`src/rtl/csh_pkg.sv`:
```
// Shared constants and types for the chunked string hash.
package csh_pkg;

  localparam logic [63:0] GOLDEN_MUL = 64'h9e3779b97f4a7c15;
  localparam logic [63:0] SEED_SUB   = 64'hbf58476d1ce4e5b9;
  localparam logic [63:0] FMIX_MUL_A = 64'hff51afd7ed558ccd;
  localparam logic [63:0] FMIX_MUL_B = 64'hc4ceb9fe1a85ec53;
  localparam int MIX_SHIFT   = 31;
  localparam int FMIX_SHIFT  = 33;
  localparam int CHUNK_BYTES = 8;
  localparam int QUEUE_DEPTH = 2;

  typedef struct packed {
    logic [63:0] chunk;
    logic        mix;
    logic        first;
    logic        last;
    logic [63:0] seed;
  } op_t;

  typedef struct packed {
    logic        start;
    logic [63:0] a;
    logic [63:0] b;
  } mul_req_t;

  typedef struct packed {
    logic        busy;
    logic        done;
    logic [63:0] product;
  } mul_rsp_t;

endpackage

```
`src/rtl/chunked_string_hash_64.sv`:
```
// Top level of the chunked string hash: input stage, queue, hash engine, multiplier.
//
// Chunks of a string enter as little-endian 8-byte words; a chunk marked first
// loads both lanes from its seed, and a chunk marked last yields one hash_value
// transfer. A chunk with at least one byte occupies the hash engine to issue a
// multiply, to build the 64-bit product from three partial products on a single
// shared 32x32 multiplier, and to fold it into the lanes. A zero-byte chunk that
// is not last needs no product. The last chunk adds the cross-add and four more
// products of the finalizer on the same multiplier. A two-entry queue ahead of
// the engine keeps taking chunks while the engine works or a result waits at
// the output.
module chunked_string_hash_64 import csh_pkg::*; #(
  parameter int QUEUE_DEPTH_P = QUEUE_DEPTH
) (
  input  logic        clk,
  input  logic        rst,
  input  logic        in_valid,
  output logic        in_ready,
  input  logic [63:0] chunk_bytes,
  input  logic [3:0]  byte_count,
  input  logic        first,
  input  logic        last,
  input  logic [63:0] seed,
  output logic        out_valid,
  input  logic        out_ready,
  output logic [63:0] hash_value
);

  logic     f_valid;
  logic     q_in_ready;
  op_t      f_op;
  logic     q_valid;
  logic     q_ready;
  op_t      q_op;
  mul_req_t mul_req;
  mul_rsp_t mul_rsp;

  csh_front u_front (
    .clk         (clk),
    .rst         (rst),
    .in_valid    (in_valid),
    .in_ready    (in_ready),
    .chunk_bytes (chunk_bytes),
    .byte_count  (byte_count),
    .first       (first),
    .last        (last),
    .seed        (seed),
    .op_valid    (f_valid),
    .op_ready    (q_in_ready),
    .op          (f_op)
  );

  csh_queue #(
    .DEPTH (QUEUE_DEPTH_P)
  ) u_queue (
    .clk        (clk),
    .rst        (rst),
    .push_valid (f_valid),
    .push_ready (q_in_ready),
    .push_op    (f_op),
    .pop_valid  (q_valid),
    .pop_ready  (q_ready),
    .pop_op     (q_op)
  );

  csh_mul u_mul (
    .clk (clk),
    .rst (rst),
    .req (mul_req),
    .rsp (mul_rsp)
  );

  csh_back u_back (
    .clk        (clk),
    .rst        (rst),
    .op_valid   (q_valid),
    .op_ready   (q_ready),
    .op         (q_op),
    .mul_req    (mul_req),
    .mul_rsp    (mul_rsp),
    .out_valid  (out_valid),
    .out_ready  (out_ready),
    .hash_value (hash_value)
  );

  a_mul_no_overlap: assert property (@(posedge clk) disable iff (rst)
    mul_req.start |-> !mul_rsp.busy)
    else $error("multiplier started while busy");

  a_mul_done_pulse: assert property (@(posedge clk) disable iff (rst)
    mul_rsp.done |=> !mul_rsp.done)
    else $error("multiplier done held for more than one cycle");

  a_front_hold: assert property (@(posedge clk) disable iff (rst)
    (f_valid && !q_in_ready) |=> f_valid && $stable(f_op))
    else $error("input stage dropped an item while the queue was full");

endmodule

```
`src/rtl/csh_front.sv`:
```
// Input stage: takes chunk transfers, masks the chunk and classifies the item.
module csh_front import csh_pkg::*; (
  input  logic        clk,
  input  logic        rst,
  input  logic        in_valid,
  output logic        in_ready,
  input  logic [63:0] chunk_bytes,
  input  logic [3:0]  byte_count,
  input  logic        first,
  input  logic        last,
  input  logic [63:0] seed,
  output logic        op_valid,
  input  logic        op_ready,
  output op_t         op
);

  logic [3:0]  count_clamped;
  logic [63:0] chunk_masked;

  always_comb begin
    count_clamped = (byte_count > 4'(CHUNK_BYTES)) ? 4'(CHUNK_BYTES) : byte_count;
    for (int k = 0; k < CHUNK_BYTES; k++) begin
      chunk_masked[8*k +: 8] = (4'(k) < count_clamped) ? chunk_bytes[8*k +: 8] : 8'd0;
    end
  end

  assign in_ready = !op_valid || op_ready;

  always_ff @(posedge clk) begin
    if (rst) begin
      op_valid <= 1'b0;
    end else if (in_ready) begin
      op_valid <= in_valid;
    end
  end

  always_ff @(posedge clk) begin
    if (in_valid && in_ready) begin
      op.chunk <= chunk_masked;
      op.mix   <= |byte_count;
      op.first <= first;
      op.last  <= last;
      op.seed  <= seed;
    end
  end

endmodule

```
`src/rtl/csh_queue.sv`:
```
// Short queue of classified items between the input stage and the hash engine.
module csh_queue import csh_pkg::*; #(
  parameter int DEPTH = QUEUE_DEPTH
) (
  input  logic clk,
  input  logic rst,
  input  logic push_valid,
  output logic push_ready,
  input  op_t  push_op,
  output logic pop_valid,
  input  logic pop_ready,
  output op_t  pop_op
);

  localparam int PTR_W = (DEPTH > 1) ? $clog2(DEPTH) : 1;
  localparam int CNT_W = $clog2(DEPTH + 1);

  op_t              slots [DEPTH];
  logic [PTR_W-1:0] wr_ptr;
  logic [PTR_W-1:0] rd_ptr;
  logic [CNT_W-1:0] count;
  logic             push;
  logic             pop;

  assign push_ready = count != CNT_W'(DEPTH);
  assign pop_valid  = count != '0;
  assign pop_op     = slots[rd_ptr];
  assign push       = push_valid && push_ready;
  assign pop        = pop_valid && pop_ready;

  always_ff @(posedge clk) begin
    if (rst) begin
      wr_ptr <= '0;
      rd_ptr <= '0;
      count  <= '0;
    end else begin
      if (push) begin
        wr_ptr <= (wr_ptr == PTR_W'(DEPTH - 1)) ? '0 : wr_ptr + 1'b1;
      end
      if (pop) begin
        rd_ptr <= (rd_ptr == PTR_W'(DEPTH - 1)) ? '0 : rd_ptr + 1'b1;
      end
      if (push && !pop) begin
        count <= count + 1'b1;
      end else if (pop && !push) begin
        count <= count - 1'b1;
      end
    end
  end

  always_ff @(posedge clk) begin
    if (push) begin
      slots[wr_ptr] <= push_op;
    end
  end

endmodule

```
`src/rtl/csh_mul.sv`:
```
// Iterative 64x64 low-half multiplier built from one shared 32x32 multiplier.
module csh_mul import csh_pkg::*; (
  input  logic     clk,
  input  logic     rst,
  input  mul_req_t req,
  output mul_rsp_t rsp
);

  localparam logic [1:0] STEP_LO_LO = 2'd0;
  localparam logic [1:0] STEP_LO_HI = 2'd1;
  localparam logic [1:0] STEP_HI_LO = 2'd2;

  logic [63:0] op_a;
  logic [63:0] op_b;
  logic [63:0] acc;
  logic [1:0]  step;
  logic        busy;
  logic        done;
  logic [31:0] mul_x;
  logic [31:0] mul_y;
  logic [63:0] prod;

  always_comb begin
    unique case (step)
      STEP_LO_LO: begin
        mul_x = op_a[31:0];
        mul_y = op_b[31:0];
      end
      STEP_LO_HI: begin
        mul_x = op_a[31:0];
        mul_y = op_b[63:32];
      end
      STEP_HI_LO: begin
        mul_x = op_a[63:32];
        mul_y = op_b[31:0];
      end
      default: begin
        mul_x = '0;
        mul_y = '0;
      end
    endcase
    prod = 64'(mul_x) * 64'(mul_y);
  end

  always_ff @(posedge clk) begin
    if (rst) begin
      busy <= 1'b0;
      done <= 1'b0;
      step <= STEP_LO_LO;
    end else begin
      done <= busy && (step == STEP_HI_LO);
      if (req.start) begin
        busy <= 1'b1;
        step <= STEP_LO_LO;
      end else if (busy) begin
        if (step == STEP_HI_LO) begin
          busy <= 1'b0;
        end else begin
          step <= step + 1'b1;
        end
      end
    end
  end

  always_ff @(posedge clk) begin
    if (req.start) begin
      op_a <= req.a;
      op_b <= req.b;
    end else if (busy) begin
      if (step == STEP_LO_LO) begin
        acc <= prod;
      end else begin
        acc <= acc + {prod[31:0], 32'd0};
      end
    end
  end

  assign rsp.busy    = busy;
  assign rsp.done    = done;
  assign rsp.product = acc;

endmodule

```
`src/rtl/csh_back.sv`:
```
// Hash engine: lane updates, finalization sequence and result register.
module csh_back import csh_pkg::*; (
  input  logic        clk,
  input  logic        rst,
  input  logic        op_valid,
  output logic        op_ready,
  input  op_t         op,
  output mul_req_t    mul_req,
  input  mul_rsp_t    mul_rsp,
  output logic        out_valid,
  input  logic        out_ready,
  output logic [63:0] hash_value
);

  localparam logic [2:0] ST_IDLE = 3'd0;
  localparam logic [2:0] ST_MIX  = 3'd1;
  localparam logic [2:0] ST_FA   = 3'd2;
  localparam logic [2:0] ST_FB   = 3'd3;
  localparam logic [2:0] ST_M1   = 3'd4;
  localparam logic [2:0] ST_M2   = 3'd5;
  localparam logic [2:0] ST_EMIT = 3'd6;

  logic [2:0]  state;
  logic [63:0] lane_one;
  logic [63:0] lane_two;
  logic        last_pend;
  logic [63:0] fin_a;
  logic [63:0] fin_b;
  logic [63:0] fmix_a;
  logic [63:0] fin_sum;
  logic        second;
  logic        pop;
  logic [63:0] mix_in;
  logic [63:0] mixed;
  logic [63:0] p_fold;

  assign op_ready = state == ST_IDLE;
  assign pop      = op_valid && op_ready;
  assign mix_in   = (op.first ? op.seed + GOLDEN_MUL : lane_one) ^ op.chunk;
  assign mixed    = mul_rsp.product ^ (mul_rsp.product >> MIX_SHIFT);
  assign p_fold   = mul_rsp.product ^ (mul_rsp.product >> FMIX_SHIFT);

  always_comb begin
    mul_req.start = 1'b0;
    mul_req.a     = '0;
    mul_req.b     = '0;
    unique case (state)
      ST_IDLE: begin
        if (pop && op.mix) begin
          mul_req.start = 1'b1;
          mul_req.a     = mix_in;
          mul_req.b     = GOLDEN_MUL;
        end
      end
      ST_FB: begin
        mul_req.start = 1'b1;
        mul_req.a     = fin_a ^ (fin_a >> FMIX_SHIFT);
        mul_req.b     = FMIX_MUL_A;
      end
      ST_M1: begin
        if (mul_rsp.done) begin
          mul_req.start = 1'b1;
          mul_req.a     = p_fold;
          mul_req.b     = FMIX_MUL_B;
        end
      end
      ST_M2: begin
        if (mul_rsp.done && !second) begin
          mul_req.start = 1'b1;
          mul_req.a     = fin_b ^ (fin_b >> FMIX_SHIFT);
          mul_req.b     = FMIX_MUL_A;
        end
      end
      default: begin
        mul_req.start = 1'b0;
      end
    endcase
  end

  always_ff @(posedge clk) begin
    if (rst) begin
      state     <= ST_IDLE;
      out_valid <= 1'b0;
      lane_one  <= '0;
      lane_two  <= '0;
      last_pend <= 1'b0;
      second    <= 1'b0;
    end else begin
      if (out_valid && out_ready && state != ST_EMIT) begin
        out_valid <= 1'b0;
      end
      unique case (state)
        ST_IDLE: begin
          if (pop) begin
            last_pend <= op.last;
            if (op.first) begin
              lane_one <= op.seed + GOLDEN_MUL;
              lane_two <= op.seed - SEED_SUB;
            end
            if (op.mix) begin
              state <= ST_MIX;
            end else if (op.last) begin
              state <= ST_FA;
            end
          end
        end
        ST_MIX: begin
          if (mul_rsp.done) begin
            lane_one <= mixed;
            lane_two <= lane_two + mixed;
            state    <= last_pend ? ST_FA : ST_IDLE;
          end
        end
        ST_FA: begin
          fin_a <= lane_one + lane_two;
          state <= ST_FB;
        end
        ST_FB: begin
          fin_b  <= lane_two + fin_a;
          second <= 1'b0;
          state  <= ST_M1;
        end
        ST_M1: begin
          if (mul_rsp.done) begin
            state <= ST_M2;
          end
        end
        ST_M2: begin
          if (mul_rsp.done) begin
            if (!second) begin
              fmix_a <= p_fold;
              second <= 1'b1;
              state  <= ST_M1;
            end else begin
              fin_sum <= fmix_a + p_fold;
              state   <= ST_EMIT;
            end
          end
        end
        ST_EMIT: begin
          if (!out_valid || out_ready) begin
            out_valid  <= 1'b1;
            hash_value <= fin_sum;
            state      <= ST_IDLE;
          end
        end
        default: begin
          state <= ST_IDLE;
        end
      endcase
    end
  end

endmodule
```
`config.mk`:
```
export PLATFORM = sky130hd
export DESIGN_NAME = chunked_string_hash_64
export DESIGN_NICKNAME = d
export VERILOG_FILES = /design/src/rtl/csh_pkg.sv /design/src/rtl/chunked_string_hash_64.sv /design/src/rtl/csh_front.sv /design/src/rtl/csh_queue.sv /design/src/rtl/csh_mul.sv /design/src/rtl/csh_back.sv
export SDC_FILE = /design/constraint.sdc
export NUM_CORES = 2
export LEC_CHECK = 0
export BUFFER_PORTS_ARGS = -buffer_cell sky130_fd_sc_hd__buf_2
export CORE_ASPECT_RATIO = 1.75
export CORE_UTILIZATION = 57
export CTS_CLUSTER_DIAMETER = 100
export DETAILED_ROUTE_END_ITERATION = 10
export PLACE_DENSITY = 0.74
export SETUP_SLACK_MARGIN = 0.4
export SLEW_MARGIN = 20
export SYNTH_ARGS = -nofsm -noshare
export SYNTH_HDL_FRONTEND = slang
export SYNTH_SLANG_ARGS = --single-unit
export TNS_END_PERCENT = 30
```
`constraint.sdc`:
```
create_clock -name clk -period 11.93 [get_ports clk]
set_input_delay 2.386 -clock clk [delete_from_list [all_inputs] [get_ports clk]]
set_output_delay 2.386 -clock clk [all_outputs]
set_load 0.005 [all_outputs]
```
# Word-level counts from Yosys, hierarchy flattened
# Memory sizes are Yosys's and may differ from the RTL's. A register that Yosys moved wholly into a read port is not among the register bits.
# Index checks and enable logic that the tools add are counted.
op_classes:
  n_mux: 43
  n_reduce_logical: 39
  n_addsub: 12
  mul: 1
  order_cmp: 9
  eq_ne: 17
  bitwise_logic: 9
op_table:
  columns: ["operator", "count"]
  rows:
  - ["128-bit one-hot mux with 4 select lines", 1]
  - ["64-bit two-way mux", 7]
  - ["129-bit two-way mux", 3]
  - ["64-bit adder", 5]
  - ["64-bit one-hot mux with 2 select lines", 2]
  - ["64-bit by 31-bit bitwise XOR with 64-bit output", 3]
  - ["32-bit one-hot mux with 2 select lines", 2]
  - ["64-bit adder, second input constant", 1]
  - ["32-bit by 32-bit multiplier with 64-bit output", 1]
  - ["64-bit subtractor, second input constant", 1]
  - ["64-bit by 33-bit bitwise XOR with 64-bit output", 1]
  - ["64-bit bitwise XOR", 1]
  - ["3-bit two-way mux", 7]
  - ["3-bit one-hot mux with 7 select lines", 1]
  - ["3-bit by 4-bit < comparator with 1-bit output, first input constant", 4]
  - ["1-bit two-way mux", 13]
  - ["2-bit != test, second input constant", 6]
  - ["2-bit AND reduction", 6]
  - ["4-bit AND reduction", 3]
  - ["1-bit logical AND", 10]
  - ["3-bit equality test, second input constant", 3]
  - ["1-bit by 4-bit < comparator with 1-bit output, first input constant", 2]
  - ["2-bit by 4-bit < comparator with 1-bit output, first input constant", 2]
  - ["2-bit two-way mux", 4]
  - ["23 further kinds", 41]
word_totals:
  mem_bits_rw: 262
  wordCells: 164
  inputBits: 138
  mem_count: 1
  ff_bits: 786
  out_inout_bits: 66
memory_table:
  columns: ["memory", "words", "width", "read_ports", "rd_clocked_by_memory_dff", "write_ports", "line_no", "source"]
  rows:
  - ["u_queue.slots", 2, 131, 1, 1, 1, "csh_queue.sv:18", "op_t slots [DEPTH];"]

# Longest topological paths before layout
logic_depth:
  word_depth: 7
  depth_mapped: 43
  ltp_nobuf: 39

# Cells and area by module
# Synthesis repeated with hierarchy kept, for this count alone.
unflattened:
  hier_cells: 9251
  area_unflattened_um2: 92243.5
modules_own_cells:
  columns: ["mod", "seq_area_each_um2", "area_per_inst_um2", "cells_each", "n_inst"]
  rows:
  - ["csh_mul", 5845.6, 41259.6, 4410, 1]
  - ["csh_back", 12291.8, 36452.5, 4199, 1]
  - ["csh_queue", 7967.6, 10050.9, 432, 1]
  - ["csh_front", 3953.8, 4480.5, 210, 1]

# Worst setup path after synthesis
# No wires, ideal clock.
synth_path:
  kind: "input-to-reg"
  startpoint: "input rst"
  endpoint: "register u_back.fin_a[0], enable pin"
  n_path_buf: 3
  t_arrival_ns: 9.562
  path_stages: 4
  required_ns: 11.263
  setup_ns: 0.667
  setup_slack_ns: 1.701
  path_cell_list: "clkbuf_1 > clkbuf_1 > clkbuf_1 > nor4b_1"
synth_between:
  elab_chain_len: 2
synth_rtl:
  columns: ["element", "line_no", "source"]
  rows:
  - ["from (decl)", "chunked_string_hash_64.sv:16", "input logic rst,"]
  - ["1-bit inverter (no line)", null, null]
  - ["2-bit AND reduction (no line)", null, null]
  - ["to (signal assigned)", "csh_back.sv:115", "fin_a <= lane_one + lane_two;"]
  - ["to (decl)", "csh_back.sv:27", "logic [63:0] fin_a;"]
# No other way between the ends.
# A chain may end at the register's enable or synchronous reset.

# Final worst setup path
layout_path:
  startpoint: "register u_mul.step[0]"
  endpoint: "register u_mul.acc[59], data pin"
layout_between:
  elab_chain_len: 6
  word_cells_on_any_way: 10
  cone_classes: "add/sub: 1; mul: 1; eq/ne: 2; mux: 3; reduce/logical: 3"
layout_rtl:
  columns: ["element", "line_no", "source"]
  rows:
  - ["from (decl)", "csh_mul.sv:16", "logic [1:0] step;"]
  - ["from (signal assigned)", "csh_mul.sv:59", "step <= step + 1'b1;"]
  - ["2-bit by 1-bit equality test with 1-bit output, or another cell as far along", "csh_mul.sv:24", "unique case (step)"]
  - ["2-bit OR reduction (no line)", null, null]
  - ["32-bit one-hot mux with 2 select lines", "csh_mul.sv:24", null]
  - ["32-bit by 32-bit multiplier with 64-bit output", "csh_mul.sv:42", "prod = 64'(mul_x) * 64'(mul_y);"]
  - ["64-bit adder", "csh_mul.sv:73", "acc <= acc + {prod[31:0], 32'd0};"]
  - ["64-bit two-way mux *", "csh_mul.sv:70", "if (step == STEP_LO_LO) begin"]
  - ["to (signal assigned)", "csh_mul.sv:71", "acc <= prod;"]
  - ["to (signal assigned)", "csh_mul.sv:73", null]
  - ["to (decl)", "csh_mul.sv:15", "logic [63:0] acc;"]
# Every way passes the cells marked *; elsewhere a longest branch is shown, timed or not.

==> results.yml <==
logic_synthesis:
  synth_ff_type: "edfxtp_1"
  yosys.cell_count.top_type: "inv_1"
  synthesis.nets: 10400
  synth_area_leaders: "edfxtp_1 29%, fa_1 20%, ha_1 7.9%"
  synth_cell_types: 115
  ys_seq_elements: 992
  synth_top_area_cell: "edfxtp_1"
  ys_seq_area_share_pct: 32.2
  synthCells: 8784
  ys_async_sr_fraction_pct: 0
  synth_top_area_share_pct: 28.9
  synth_area_um2: 88100
  syn_avg_cell_area_um2: 10.0
  synth_common_cells: "993 x inv_1, 901 x fa_1, 883 x nor2_1, 848 x edfxtp_1, 780 x nand2_1"
  yosysWarningCount: 0
  synth_edf_count: 848
sta:
  fmax_mhz: 89.0
  rsz0062_at_grt: "yes"
  final-setup-viol-count: 0
  setup-tns-final_ns: 0
  period_minus_slack_ns: 11.24
  hold_violations: 0
  slew_headroom_pct: 7.42
  tightest_slew_ns: 1.38
  maxSlewViolCount: 0
  timing.final.crit_share_pct: 94.2
  fin_skew_ns: 0.0448
hold_path:
  hold_class: "flip-flop to flip-flop"
  hold_end: "u_back.hash_value[0]"
  hp-start: "u_back.fin_sum[0]"
  whs_path_depth: 0
floorplan:
  fp.dieW_um: 299
  core_area_um2: 153000
  start_util_pct: 57.4
  rows: 190
  io_pins: 204
  die_area_um2: 156000
  fp.dieH_um: 522
critical_path:
  reg2regPathDepth: 33
  crit_path_frequent_cell: "fa_1"
  worst_setup_path_end_kind: "flip-flop"
  critPathArrivalTime_ns: 11.70
  cpMaxStageDelayCell: "fa_1"
  timing.rr.end: "u_mul.acc[59]"
  timing.rr.start: "u_mul.step[0]"
  crit_type: "flip-flop to flip-flop"
  path_max_fanout: 18
  crit_path_max_incr_delay_ns: 0.60
  crit_required_ns: 12.40
  ff2ff_setup_slack_ns: 0.69
  cp-start-kind: "flip-flop"
placement:
  io_buffers: 203
  place.gp.congestion: 1.14
  dp_hpwl_mm: 288
outcome:
  status: "complete, no violations"
finish:
  drive_above_1_share_pct: 8.77
  syn2layout_area_growth_pct: 8.73
  nets: 10600
routing:
  wl_mm: 360
  postRouteAntennaNets: 0
  first_iter_violations: 7763
  post_drt_wl_per_cell_um: 32.5
  drc: 0
  vias: 71000
  vias_per_cell: 6.41
  dr.pass1.iters: 10
grt:
  antenna_found_initial: 27
  grt_pass1_vias: 72700
  grt_start_max_net_pins: 77
  grt_overflow_total: 0
  grt_first_pass_wirelength_mm: 511
  grt_util_all_layers_pct: 46.8
run:
  maxCapViolations: 0
clocking:
  htreeDepth: 3
  insertion_delay_ns: 0.76
  cts_tree: "built"
  clk_pin_slew_ns: 0.07
  cts_sinks: 992
  ctsHoldBuffers: 0
  cts_made_buffers: 92
  cts_buffer_depth: 3
  root_buffer: "clkbuf_16"
what timing repair did:
item / 4_1_cts / 5_1_grt
endpoints found under the setup margin: 0 / 4
gates resized for setup: 0 / 2
buffers inserted: 0 / 0
worst max-delay path: cells and delay by family (launching register included):
kind            cells  cell delay [ns]
fa+ha+maj          10             4.81
compound gates     10             2.86
buf+inv             7             1.33
simple gates        5             1.01
flops               1             0.58
xor+xnor            1             0.36
how the worst max path moves through the flow:
stage / startpoint / end / slack, ns / cells after the start
5_1_grt: u_mul.step[0] / u_mul.acc[61] / 0.32 / 33
2_1_floorplan: rst / u_back.fin_a[0] / 1.70 / 4
4_1_cts: u_mul.step[0] / u_mul.acc[59] / 0.83 / 33
3_3_place_gp: u_mul.step[0] / u_mul.acc[59] / 0.95 / 33
3_5_place_dp: u_mul.step[0] / u_mul.acc[59] / 0.89 / 33
6_report: u_mul.step[0] / u_mul.acc[59] / 0.69 / 33
through the flow:
step	util [%]	std cells	setup slack, ns	hold WS (ns)	instance area [um2]
3_3_place_gp	60.2	10900	0.953	0.402	92300
6_report	62.5	11100	0.694	0.410	95800
3_5_place_dp	60.2	10900	0.886	0.405	92300
5_1_grt	62.4	11100	0.325	0.423	95700
2_1_floorplan	-	8784	1.70	0.400	88100
4_1_cts	62.3	11100	0.832	0.399	95500
layout by cell type, fill, tap and decap left out, drive strengths merged, types with 62 or more instances in the layout:
master and n:
a211oi 82, a21o 247, a21oi 551, a222oi 67, a31oi 62, and2 79
buf 469, clkbuf 105, dfxtp 144, edfxtp 848, fa 901, ha 555
inv 1004, mux2i 131, nand2 780, nand3 113, nand4 76, nor2 883
nor2b 121, nor3 111, o21ai 370, o21bai 65, xnor2 312, xor2 312
cell families (layout without fill, tap and decap cells):
group,count (synthesis),after routing,share of synthesized area (%)
AO/OA/AOI/OAI,1785,1785,13.2
XOR/XNOR,624,624,6.20
adder cells (fa/ha/maj),1456,1456,28.4
buffers and inverters,1378,1637,6.01
flip-flops,992,992,32.2
multiplexers,161,161,1.90
other,0,23,0
AND/OR/NAND/NOR,2388,2388,12.1
registers in the layout, indices dropped and copies added, names as in the netlist, 3 cells and up, named ones only:
register / flops
u_back.hash_value: 64
u_back.fin_a: 64
u_mul.op_a: 64
u_mul.op_b: 7
u_back.fmix_a: 64
u_front.op: 131
u_back.state: 3
u_back.fin_sum: 64
u_back.lane_two: 64
u_queue.slots: 262
u_back.fin_b: 64
u_mul.acc: 64
u_back.lane_one: 64
routing by layer:
layer / routed length (um) / track usage (%)
met1: 109000 / 45.9
met3: 32600 / 12.9
met5: 49 / 0
met4: 48600 / 49.8
met2: 171000 / 76.6
final cells by class:
| class | instances | area, um2 |
|---|---|---|
| antenna | 23 | 57.6 |
| sequential | 992 | 28400 |
| clock inverter | 67 | 852 |
| tap | 2016 | 2520 |
| multi-input combinational | 6414 | 54800 |
| inverter | 996 | 3740 |
| timing repair buffer | 470 | 3080 |
| fill | 12700 | 57600 |
| clock buffer | 104 | 2380 |
Power is left out: the tool's default activity adds up to more than one toggle a clock period on the data nets, which glitch-free logic cannot reach.
